$ cat config.mk
export PLATFORM = sky130hd
export DESIGN_NAME = matrix_multiply_4x4
export DESIGN_NICKNAME = d
export VERILOG_FILES = /design/src/rtl/mm4_pkg.sv /design/src/rtl/matrix_multiply_4x4.sv
export SDC_FILE = /design/constraint.sdc
export NUM_CORES = 2
export LEC_CHECK = 0
export ABC_AREA = 1
export ABC_CLOCK_PERIOD_IN_PS = 10500
export BUFFER_PORTS_ARGS = -buffer_cell sky130_fd_sc_hd__buf_2
export CORE_MARGIN = 10
export CORE_UTILIZATION = 31
export CTS_CLUSTER_DIAMETER = 150
export CTS_CLUSTER_SIZE = 28
export DETAILED_ROUTE_END_ITERATION = 10
export SLEW_MARGIN = 20
export SYNTH_ARGS = -nofsm -noshare
export SYNTH_HDL_FRONTEND = slang
export SYNTH_SLANG_ARGS = --single-unit
export TNS_END_PERCENT = 20
$ cat constraint.sdc
create_clock -name clk -period 10.5 [get_ports clk]
set_input_delay 2.625 -clock clk [delete_from_list [all_inputs] [get_ports clk]]
set_output_delay 2.625 -clock clk [all_outputs]
set_load 0.005 [all_outputs]
$ cat src/rtl/mm4_pkg.sv
package mm4_pkg;

	localparam int unsigned DIM_DEF = 4;

	typedef enum logic [1:0] {
		CMD_LOAD_LEFT  = 2'd0,
		CMD_LOAD_RIGHT = 2'd1,
		CMD_MULTIPLY   = 2'd2
	} cmd_t;

	typedef enum logic [1:0] {
		ST_IDLE,
		ST_RUN,
		ST_DRAIN
	} state_t;

	typedef struct packed {
		logic [1:0]         command;
		logic [3:0]         element_index;
		logic signed [31:0] element_value;
	} in_item_t;

	typedef struct packed {
		logic [3:0]         product_index;
		logic signed [31:0] product_value;
		logic               last_element;
	} out_item_t;

endpackage

$ cat src/rtl/matrix_multiply_4x4.sv
// Load beats are accepted one per cycle, back to back, while busy is low.
// A multiply beat keeps busy high until its last product is strobed; one shared
// 32x32 multiplier and accumulator take one term per cycle, then three pipeline stages.
// Products come out in row-major order, each once its DIM terms are accumulated.
// Results are strobed for one cycle each and the receiver cannot stall them.
// The asynchronous reset clears both matrices to zero through per-entry valid bits.
module matrix_multiply_4x4 #(
	parameter int unsigned DIM = mm4_pkg::DIM_DEF
) (
	input  logic                clk,
	input  logic                arst_n,
	input  logic                start,
	output logic                busy,
	input  mm4_pkg::in_item_t   item,
	output logic                strobe,
	output mm4_pkg::out_item_t  result
);

	localparam int unsigned CELLS   = DIM * DIM;
	localparam int unsigned CELL_AW = $clog2(CELLS);
	localparam int unsigned RC_W    = $clog2(DIM);
	localparam int unsigned LD_W    = (CELL_AW + 1 > 4) ? CELL_AW + 1 : 4;
	localparam int unsigned ACC_W   = 64 + $clog2(DIM);
	localparam int unsigned SH_W    = ACC_W - 16;

	mm4_pkg::state_t state_q, state_d;

	logic [31:0] left_mem  [CELLS];
	logic [31:0] right_mem [CELLS];
	logic [CELLS-1:0] left_vld_q, right_vld_q;

	logic accept, issue, issue_last_k, issue_first_k, issue_done;
	logic [LD_W-1:0]    ld_idx;
	logic               ld_ok;
	logic [CELL_AW-1:0] wr_addr, left_addr, right_addr;
	logic [RC_W-1:0]    row_q, col_q, k_q;
	logic [LD_W-1:0]    pos;

	logic               valid_s1, first_s1, last_k_s1, last_s1;
	logic [3:0]         idx_s1;
	logic [31:0]        left_s1, right_s1;
	logic               left_vld_s1, right_vld_s1;
	logic signed [31:0] a_op, b_op;

	logic               valid_s2, first_s2, last_k_s2, last_s2;
	logic [3:0]         idx_s2;
	logic signed [63:0] prod_s2;

	logic signed [ACC_W-1:0] acc_q, acc_d;
	logic signed [SH_W-1:0]  shifted;
	logic [SH_W-32:0]        top_bits;
	logic                    fits;
	logic [31:0]             sat_value;

	assign accept  = start && !busy;
	assign ld_idx  = LD_W'(item.element_index);
	assign ld_ok   = ld_idx < LD_W'(CELLS);
	assign wr_addr = ld_idx[CELL_AW-1:0];

	assign left_addr  = CELL_AW'(row_q) * CELL_AW'(DIM) + CELL_AW'(k_q);
	assign right_addr = CELL_AW'(k_q) * CELL_AW'(DIM) + CELL_AW'(col_q);
	assign pos        = LD_W'(row_q) * LD_W'(DIM) + LD_W'(col_q);

	assign issue_first_k = k_q == '0;
	assign issue_last_k  = k_q == RC_W'(DIM - 1);
	assign issue_done    = issue_last_k && (col_q == RC_W'(DIM - 1))
		&& (row_q == RC_W'(DIM - 1));

	always_ff @(posedge clk or negedge arst_n) begin
		if (!arst_n) begin
			state_q <= mm4_pkg::ST_IDLE;
		end else begin
			state_q <= state_d;
		end
	end

	always_comb begin
		state_d = state_q;
		issue   = 1'b0;
		busy    = 1'b1;
		case (state_q)
			mm4_pkg::ST_IDLE: begin
				busy = 1'b0;
				if (start && item.command == mm4_pkg::CMD_MULTIPLY) begin
					state_d = mm4_pkg::ST_RUN;
				end
			end
			mm4_pkg::ST_RUN: begin
				issue = 1'b1;
				if (issue_done) begin
					state_d = mm4_pkg::ST_DRAIN;
				end
			end
			mm4_pkg::ST_DRAIN: begin
				if (strobe && result.last_element) begin
					state_d = mm4_pkg::ST_IDLE;
				end
			end
			default: begin
				state_d = mm4_pkg::ST_IDLE;
			end
		endcase
	end

	always_ff @(posedge clk or negedge arst_n) begin
		if (!arst_n) begin
			row_q <= '0;
			col_q <= '0;
			k_q   <= '0;
		end else if (issue) begin
			if (issue_last_k) begin
				k_q <= '0;
				if (col_q == RC_W'(DIM - 1)) begin
					col_q <= '0;
					row_q <= issue_done ? '0 : row_q + RC_W'(1);
				end else begin
					col_q <= col_q + RC_W'(1);
				end
			end else begin
				k_q <= k_q + RC_W'(1);
			end
		end
	end

	always_ff @(posedge clk or negedge arst_n) begin
		if (!arst_n) begin
			left_vld_q  <= '0;
			right_vld_q <= '0;
		end else if (accept && ld_ok) begin
			if (item.command == mm4_pkg::CMD_LOAD_LEFT) begin
				left_vld_q[wr_addr] <= 1'b1;
			end
			if (item.command == mm4_pkg::CMD_LOAD_RIGHT) begin
				right_vld_q[wr_addr] <= 1'b1;
			end
		end
	end

	always_ff @(posedge clk) begin
		if (accept && ld_ok && item.command == mm4_pkg::CMD_LOAD_LEFT) begin
			left_mem[wr_addr] <= item.element_value;
		end
		left_s1     <= left_mem[left_addr];
		left_vld_s1 <= left_vld_q[left_addr];
	end

	always_ff @(posedge clk) begin
		if (accept && ld_ok && item.command == mm4_pkg::CMD_LOAD_RIGHT) begin
			right_mem[wr_addr] <= item.element_value;
		end
		right_s1     <= right_mem[right_addr];
		right_vld_s1 <= right_vld_q[right_addr];
	end

	always_ff @(posedge clk or negedge arst_n) begin
		if (!arst_n) begin
			valid_s1 <= 1'b0;
			valid_s2 <= 1'b0;
		end else begin
			valid_s1 <= issue;
			valid_s2 <= valid_s1;
		end
	end

	assign a_op = left_vld_s1  ? $signed(left_s1)  : '0;
	assign b_op = right_vld_s1 ? $signed(right_s1) : '0;

	always_ff @(posedge clk) begin
		first_s1  <= issue_first_k;
		last_k_s1 <= issue_last_k;
		last_s1   <= issue_done;
		idx_s1    <= pos[3:0];
		first_s2  <= first_s1;
		last_k_s2 <= last_k_s1;
		last_s2   <= last_s1;
		idx_s2    <= idx_s1;
		prod_s2   <= 64'(a_op) * 64'(b_op);
	end

	assign acc_d    = first_s2 ? ACC_W'(prod_s2) : acc_q + ACC_W'(prod_s2);
	assign shifted  = SH_W'(acc_d >>> 16);
	assign top_bits = shifted[SH_W-1:31];
	assign fits     = (&top_bits) || !(|top_bits);
	assign sat_value = fits ? shifted[31:0]
		: (shifted[SH_W-1] ? 32'h8000_0000 : 32'h7FFF_FFFF);

	always_ff @(posedge clk) begin
		if (valid_s2) begin
			acc_q <= acc_d;
		end
		if (valid_s2 && last_k_s2) begin
			result.product_index <= idx_s2;
			result.product_value <= $signed(sat_value);
			result.last_element  <= last_s2;
		end
	end

	always_ff @(posedge clk or negedge arst_n) begin
		if (!arst_n) begin
			strobe <= 1'b0;
		end else begin
			strobe <= valid_s2 && last_k_s2;
		end
	end

endmodule

# After elaboration in Yosys (flattened, before gate mapping)
# Memory sizes are Yosys's and may differ from the RTL's. A register that Yosys moved wholly into a read port is not among the register bits.
# Index checks and enable logic that the tools add are counted.
# word_totals
out_inout_bits	39
elab_cells	97
n_memories	2
inputBits	41
regBits	226
mem_bits_rw	1024
# memory_table
name	depth	width	rd	rd_clocked_by_memory_dff	wr	line	rtl
left_mem	16	32	1	1	1	matrix_multiply_4x4.sv:28	logic [31:0] left_mem [CELLS];
right_mem	16	32	1	1	1	matrix_multiply_4x4.sv:29	logic [31:0] right_mem [CELLS];
# op_classes
n_bitwise	2
add_sub_neg	7
n_mul	1
muxes	24
n_reduce_logical	22
n_lt_le_gt_ge	5
eq_ne	10
# op_table
cell	n
32-bit two-way mux	4
66-bit by 64-bit adder with 66-bit output	1
66-bit two-way mux	1
32-bit by 32-bit multiplier with 64-bit output	1
16-bit OR	2
4-bit by 5-bit less-than comparator with 1-bit output, second input constant	4
19-bit AND reduction	1
19-bit OR reduction	1
4-bit by 2-bit adder with 4-bit output	3
2-bit two-way mux	6
2-bit == test, second input constant	5
1-bit logical AND	10
1-bit two-way mux	9
1-bit binary-select mux with 4-bit select	2
2-bit by 1-bit adder with 2-bit output, second input constant	3
2-bit logical NOT	3
2-bit one-hot mux with 3 select lines	1
2-bit AND reduction	3
3-bit AND reduction	2
1-bit demux with 4-bit select	1
2-bit by 1-bit == test with 1-bit output, second input constant	2
4-bit by 1-bit greater-or-equal comparator with 1-bit output, second input constant	1
2-bit != test, second input constant	2
2-bit by 1-bit != test with 1-bit output, second input constant	1
2 further kinds	2

# Longest topological paths before layout
# depth
ltp_word	6
mapped_depth	37
ltp_nobuf	34

# Worst setup path before layout
# No wires, ideal clock.
# synth_timing
path_type	register -> register
from	reg left_vld_s1
to	reg prod_s2[62]
t_required_ps	10388
path_stages_with_launch	28
t_arrival_ps	7660
slack_ps	2728
path_buffers	3
setup_time_ps	112
cell_sequence	dfxtp_1 > clkbuf_1 > clkbuf_1 > nand2_1 > clkbuf_1 > nor2_1 > fa_1 > fa_1 > fa_1 > fa_1 > inv_1 > fa_1 > inv_1 > fa_1 > inv_1 > fa_1 > inv_1 > fa_1 > ha_1 > a21oi_1 > o21a_1 > o221ai_1 > a21oi_1 > o211ai_1 > a21o_1 > a21o_1 > nand2_1 > nand2_1
# synth_via
elab_chain_len	2
# synth_rtl
element	line	rtl
start, declared	matrix_multiply_4x4.sv:42	logic left_vld_s1, right_vld_s1;
start signal, assigned	matrix_multiply_4x4.sv:144	left_vld_s1 <= left_vld_q[left_addr];
32-bit two-way mux	matrix_multiply_4x4.sv:165	assign a_op = left_vld_s1 ? $signed(left_s1) : '0;
32-bit by 32-bit multiplier with 64-bit output	matrix_multiply_4x4.sv:177	prod_s2 <= 64'(a_op) * 64'(b_op);
end signal, assigned	matrix_multiply_4x4.sv:177	
end, declared	matrix_multiply_4x4.sv:47	logic signed [63:0] prod_s2;
# No other way between the ends.
# A chain may end at the register's enable or synchronous reset.

# Final worst setup path
# layout_timing
from	reg right_vld_s1
to	reg prod_s2[55]
# layout_via
elab_chain_len	2
# layout_rtl
element	line	rtl
start, declared	matrix_multiply_4x4.sv:42	
start signal, assigned	matrix_multiply_4x4.sv:152	right_vld_s1 <= right_vld_q[right_addr];
32-bit two-way mux	matrix_multiply_4x4.sv:166	assign b_op = right_vld_s1 ? $signed(right_s1) : '0;
32-bit by 32-bit multiplier with 64-bit output	matrix_multiply_4x4.sv:177	
# No other way between the ends.

==> summary.md <==
| Metric | Value |
|---|---|
| Status | complete, no violations |
| Cell Int Power | ~6.7 mW |
| Reg clk slew, reported paths | roughly 0.11 ns |
| Max Fclk | 107 MHz |
| Worst slew margin | between 20% and 30% |
| Leak Pwr | 40.3 nW |
| Top_reg_cell synth | edfxtp_1 |
| I/O Buffers | 79 |
| Post-route cell area | around 97000 um^2 |
| Ratio of cells with drive above 1 in the final layout | 5.39% |
| Hold slack final | 0.336 ns |
| Top-Level Pins | 80 |
| Die H | between 500 and 600 um |
| Biggest area consumer among synthesized cells | edfxtp_1 |
| Largest net degree at the start of global routing | slightly above 200 |
| Core Footprint | 289000 um^2 |
| Global placement routability congestion | approximately 1.0 |
| Final wirelength | 293000 um |
| Setup violators final | 0 |
| Critical path class | reg2reg |
| Post-route ant nets | 0 |
| DP Cell Count | approximately 13000 |
| Max Buffers Root-to-Sink | 3 |
| Die Wd | between 500 and 600 um |
| Share of the synthesized area in the top cell type | 37.6% |
| NetSw | ~1.7 mW |
| Critical path required time | 11.14 ns |
| Syn avg cell area | just over 10 um^2 |
| DRT iter0 DRCs | approximately 6400 |
| GRT Residual Overflow | 0 |
| Post-synth top cells | 1494 x nand2_1, 1417 x inv_1, 1294 x nor2_1, 1127 x edfxtp_1, 1083 x fa_1 |
| Synth cell types | between 40 and 50 |
| CP max stage delay | ~0.9 ns |
| Logic pwr share | 0.9% |
| WL/cell | about 23 um |
| Minimum clock period | roughly 9.3 ns |
| Global-route wire length before repair | 433000 um |
| Post-CTS setup buffers | 0 |
| Antenna violations before repair | 15 |
| Yosys warning count | 0 |
| Drt first pass iters | 6 |
| Final hold vios | 0 |
| Vias after detailed routing | ~64000 |
| Synthesized area | ~90000 um^2 |
| Via/cell ratio | 5.04 |
| Met1 layer usage reported by global route | around a quarter |
| Post-DP HPWL | between 200000 and 250000 um |
| Synth Register Bits | 1314 |
| CTS tree | built |
| Pwr Density | about 86 nW/um^2 |
| Critical path data arrival time | 9.96 ns |
| RSZ-0062 raised after global routing | no |
| Post-CTS sizing | 0 |
| Nets | between 10000 and 15000 |
| Sw Ratio | 20.4% |
| Area growth from synthesis to layout | 7.67% |
| Fraction of registers with async set/reset | roughly 3.3% |
| Synth Instances | ~8900 |
| Critical Path Sink Type | register |
| Post-layout util | 33.6% |
| Filler cell count | approximately 29000 |
| Worst Max-Slew Pin Slew | 1.10 ns |
| Grt met3 use | between 3 and 4% |
| Clk_lat worst skew | 0.77 ns |
| H-tree Lvls | 2 |
| GR peak layer | met2 |
| Reg power frac | 67.3% |
| Area of placed instances | ~95000 um^2 |
| Min-Delay Path Class | reg2reg |
| Seq/Total Area, Yosys | a little over two fifths |
| VDD IR max | between 0.15 and 0.2 mV |
| Max-Cap Viols | 0 |
| Starting density of the core | between 30% and 40% |
| Worst Hold Path Cells | 0 |
| Final period util | 88.8% |
| Setup TNS | 0 ns |
| Top-count cell post-synth | nand2_1 |
| Hold_buf cts | 0 |
| FP Rows | about 200 |
| Cell mode on critical path | fa_1 |
| TritonCTS sink count | ~1300 |
| Startpoint types | register |
| Clock skew | between 0.06 and 0.07 ns |
| Die area | between 300000 and 400000 um^2 |
| CTS root buf | clkbuf_16 |
| Slowest cell on crit path | fa_1 |
| Final cell count without fillers | around 13000 |
| Top cells by area, synth | edfxtp_1 38%, fa_1 24%, nand2_1 6.2% |
| Post-synth EDFFs | ~1100 |
| Critical-path cell list | nand2_1 -> inv_1 -> buf_4 -> nand2_1 -> fa_1 -> inv_1 -> fa_1 -> fa_1 -> fa_1 -> fa_1 -> fa_1 -> inv_1 -> fa_1 -> inv_1 -> fa_1 -> ha_1 -> nand2_1 -> nor2_1 -> inv_1 -> nor4_1 -> nand3_1 -> o21ai_0 -> xor2_1 |
| R2R cell count | 23 |
| DRC | 0 |
| Max FO, Critical Path | 21 |
| Synthesized Nets | just over 10000 |
| Met2 Usage GRT | between 20% and 30% |
| Number of CTS-inserted buffers | 54 |
| GRT Total Usage | a little under a fifth |
| Share of power burned in the clock network | a little under a third |
| Slew Limit Fails | 0 |
| Vias in the first global route | roughly 66000 |
[per-stage QoR]
stage / worst slack, ns / power (mW)
finish: 1.18 / 8.38
global route: 0.720 / 8.64
CTS: 1.32 / 8.44
detailed placement: 1.33 / 5.84
global placement: 1.16 / 5.83
floorplan: 2.73 / 5.77
[metal layers]
layer  wire length, um  up-vias
li1                  -    28300
met1            121000    32700
met2            135000     2768
met3             24900      563
met4             12400       16
met5               109        -
[flip-flops by register name, indices dropped and copies added (netlist names), 4 cells and up]
name,count
acc_q,66
left_mem,512
result,37
right_s1,32
prod_s2,64
idx_s1,4
idx_s2,4
right_mem,512
left_s1,32
right_vld_q,16
left_vld_q,16
[worst paths after layout]
kind | startpoint | to | slack, ns
min in group asynchronous | arst_n | state_q[1] | 1.85
max in group asynchronous | arst_n | k_q[0] | 8.16
worst min-delay path | last_s1 | last_s2 | 0.34
worst max register to register | right_vld_s1 | prod_s2[55] | 1.18
worst max-delay path | right_vld_s1 | prod_s2[55] | 1.18
worst min register to register | last_s1 | last_s2 | 0.34
[worst max-delay path, delay by kind of cell, from the launching register on]
kind	cells	cell delay [ns]
adder cells (fa/ha/maj)	9	4.90
buffers and inverters	6	1.33
AO/OA/AOI/OAI	1	0.25
flip-flops	1	0.67
AND/OR/NAND/NOR	6	1.69
XOR/XNOR	1	0.31
[layout by cell type, fill, tap and decap left out, types with 22 or more instances in the layout]
master	n
clkbuf_16	55
a31oi_1	22
fa_1	1083
o22ai_1	80
nand3_1	178
inv_1	1411
a21oi_1	164
or2_2	43
nor2_1	1262
xor2_1	47
o221ai_1	178
nor2_2	25
clkbuf_1	41
o211ai_1	86
nor2_4	34
dfrtp_1	36
dfxtp_1	142
inv_2	23
ha_1	253
nand2_2	25
nand2_1	1494
buf_2	78
buf_4	161
xnor2_1	52
o21ai_0	639
edfxtp_1	1127
[cell families after synthesis]
group | after synthesis | synth area share, %
flops | 1314 | 42.0
simple gates | 3128 | 13.8
compound gates | 1209 | 7.95
buf+inv | 1855 | 7.78
xor+xnor | 99 | 0.962
fa+ha+maj | 1336 | 27.6
[area by class of cell]
type / instances / area [um^2] / share of cell area, %
inverter: 1458 / 5490 / 5.66
sequential: 1314 / 37800 / 39.0
clock inverter: 6 / 128 / 0.132
timing repair buffer: 241 / 1640 / 1.69
clock buffer: 96 / 1530 / 1.58
multi-input combinational: 5772 / 45500 / 46.9
antenna: 6 / 15.0 / 0.0155
tap: 3880 / 4850 / 5.00
[power by group through the flow]
stage	logic, mW	registers (mW)	clock network, mW
floorplan	0.00349	5.76	0
finish	0.0749	5.64	2.66
global placement	0.0698	5.76	0
detailed placement	0.0746	5.76	0
CTS	0.0747	5.64	2.73
global route	0.0828	5.65	2.91
Power figures use the tool's default switching activity.
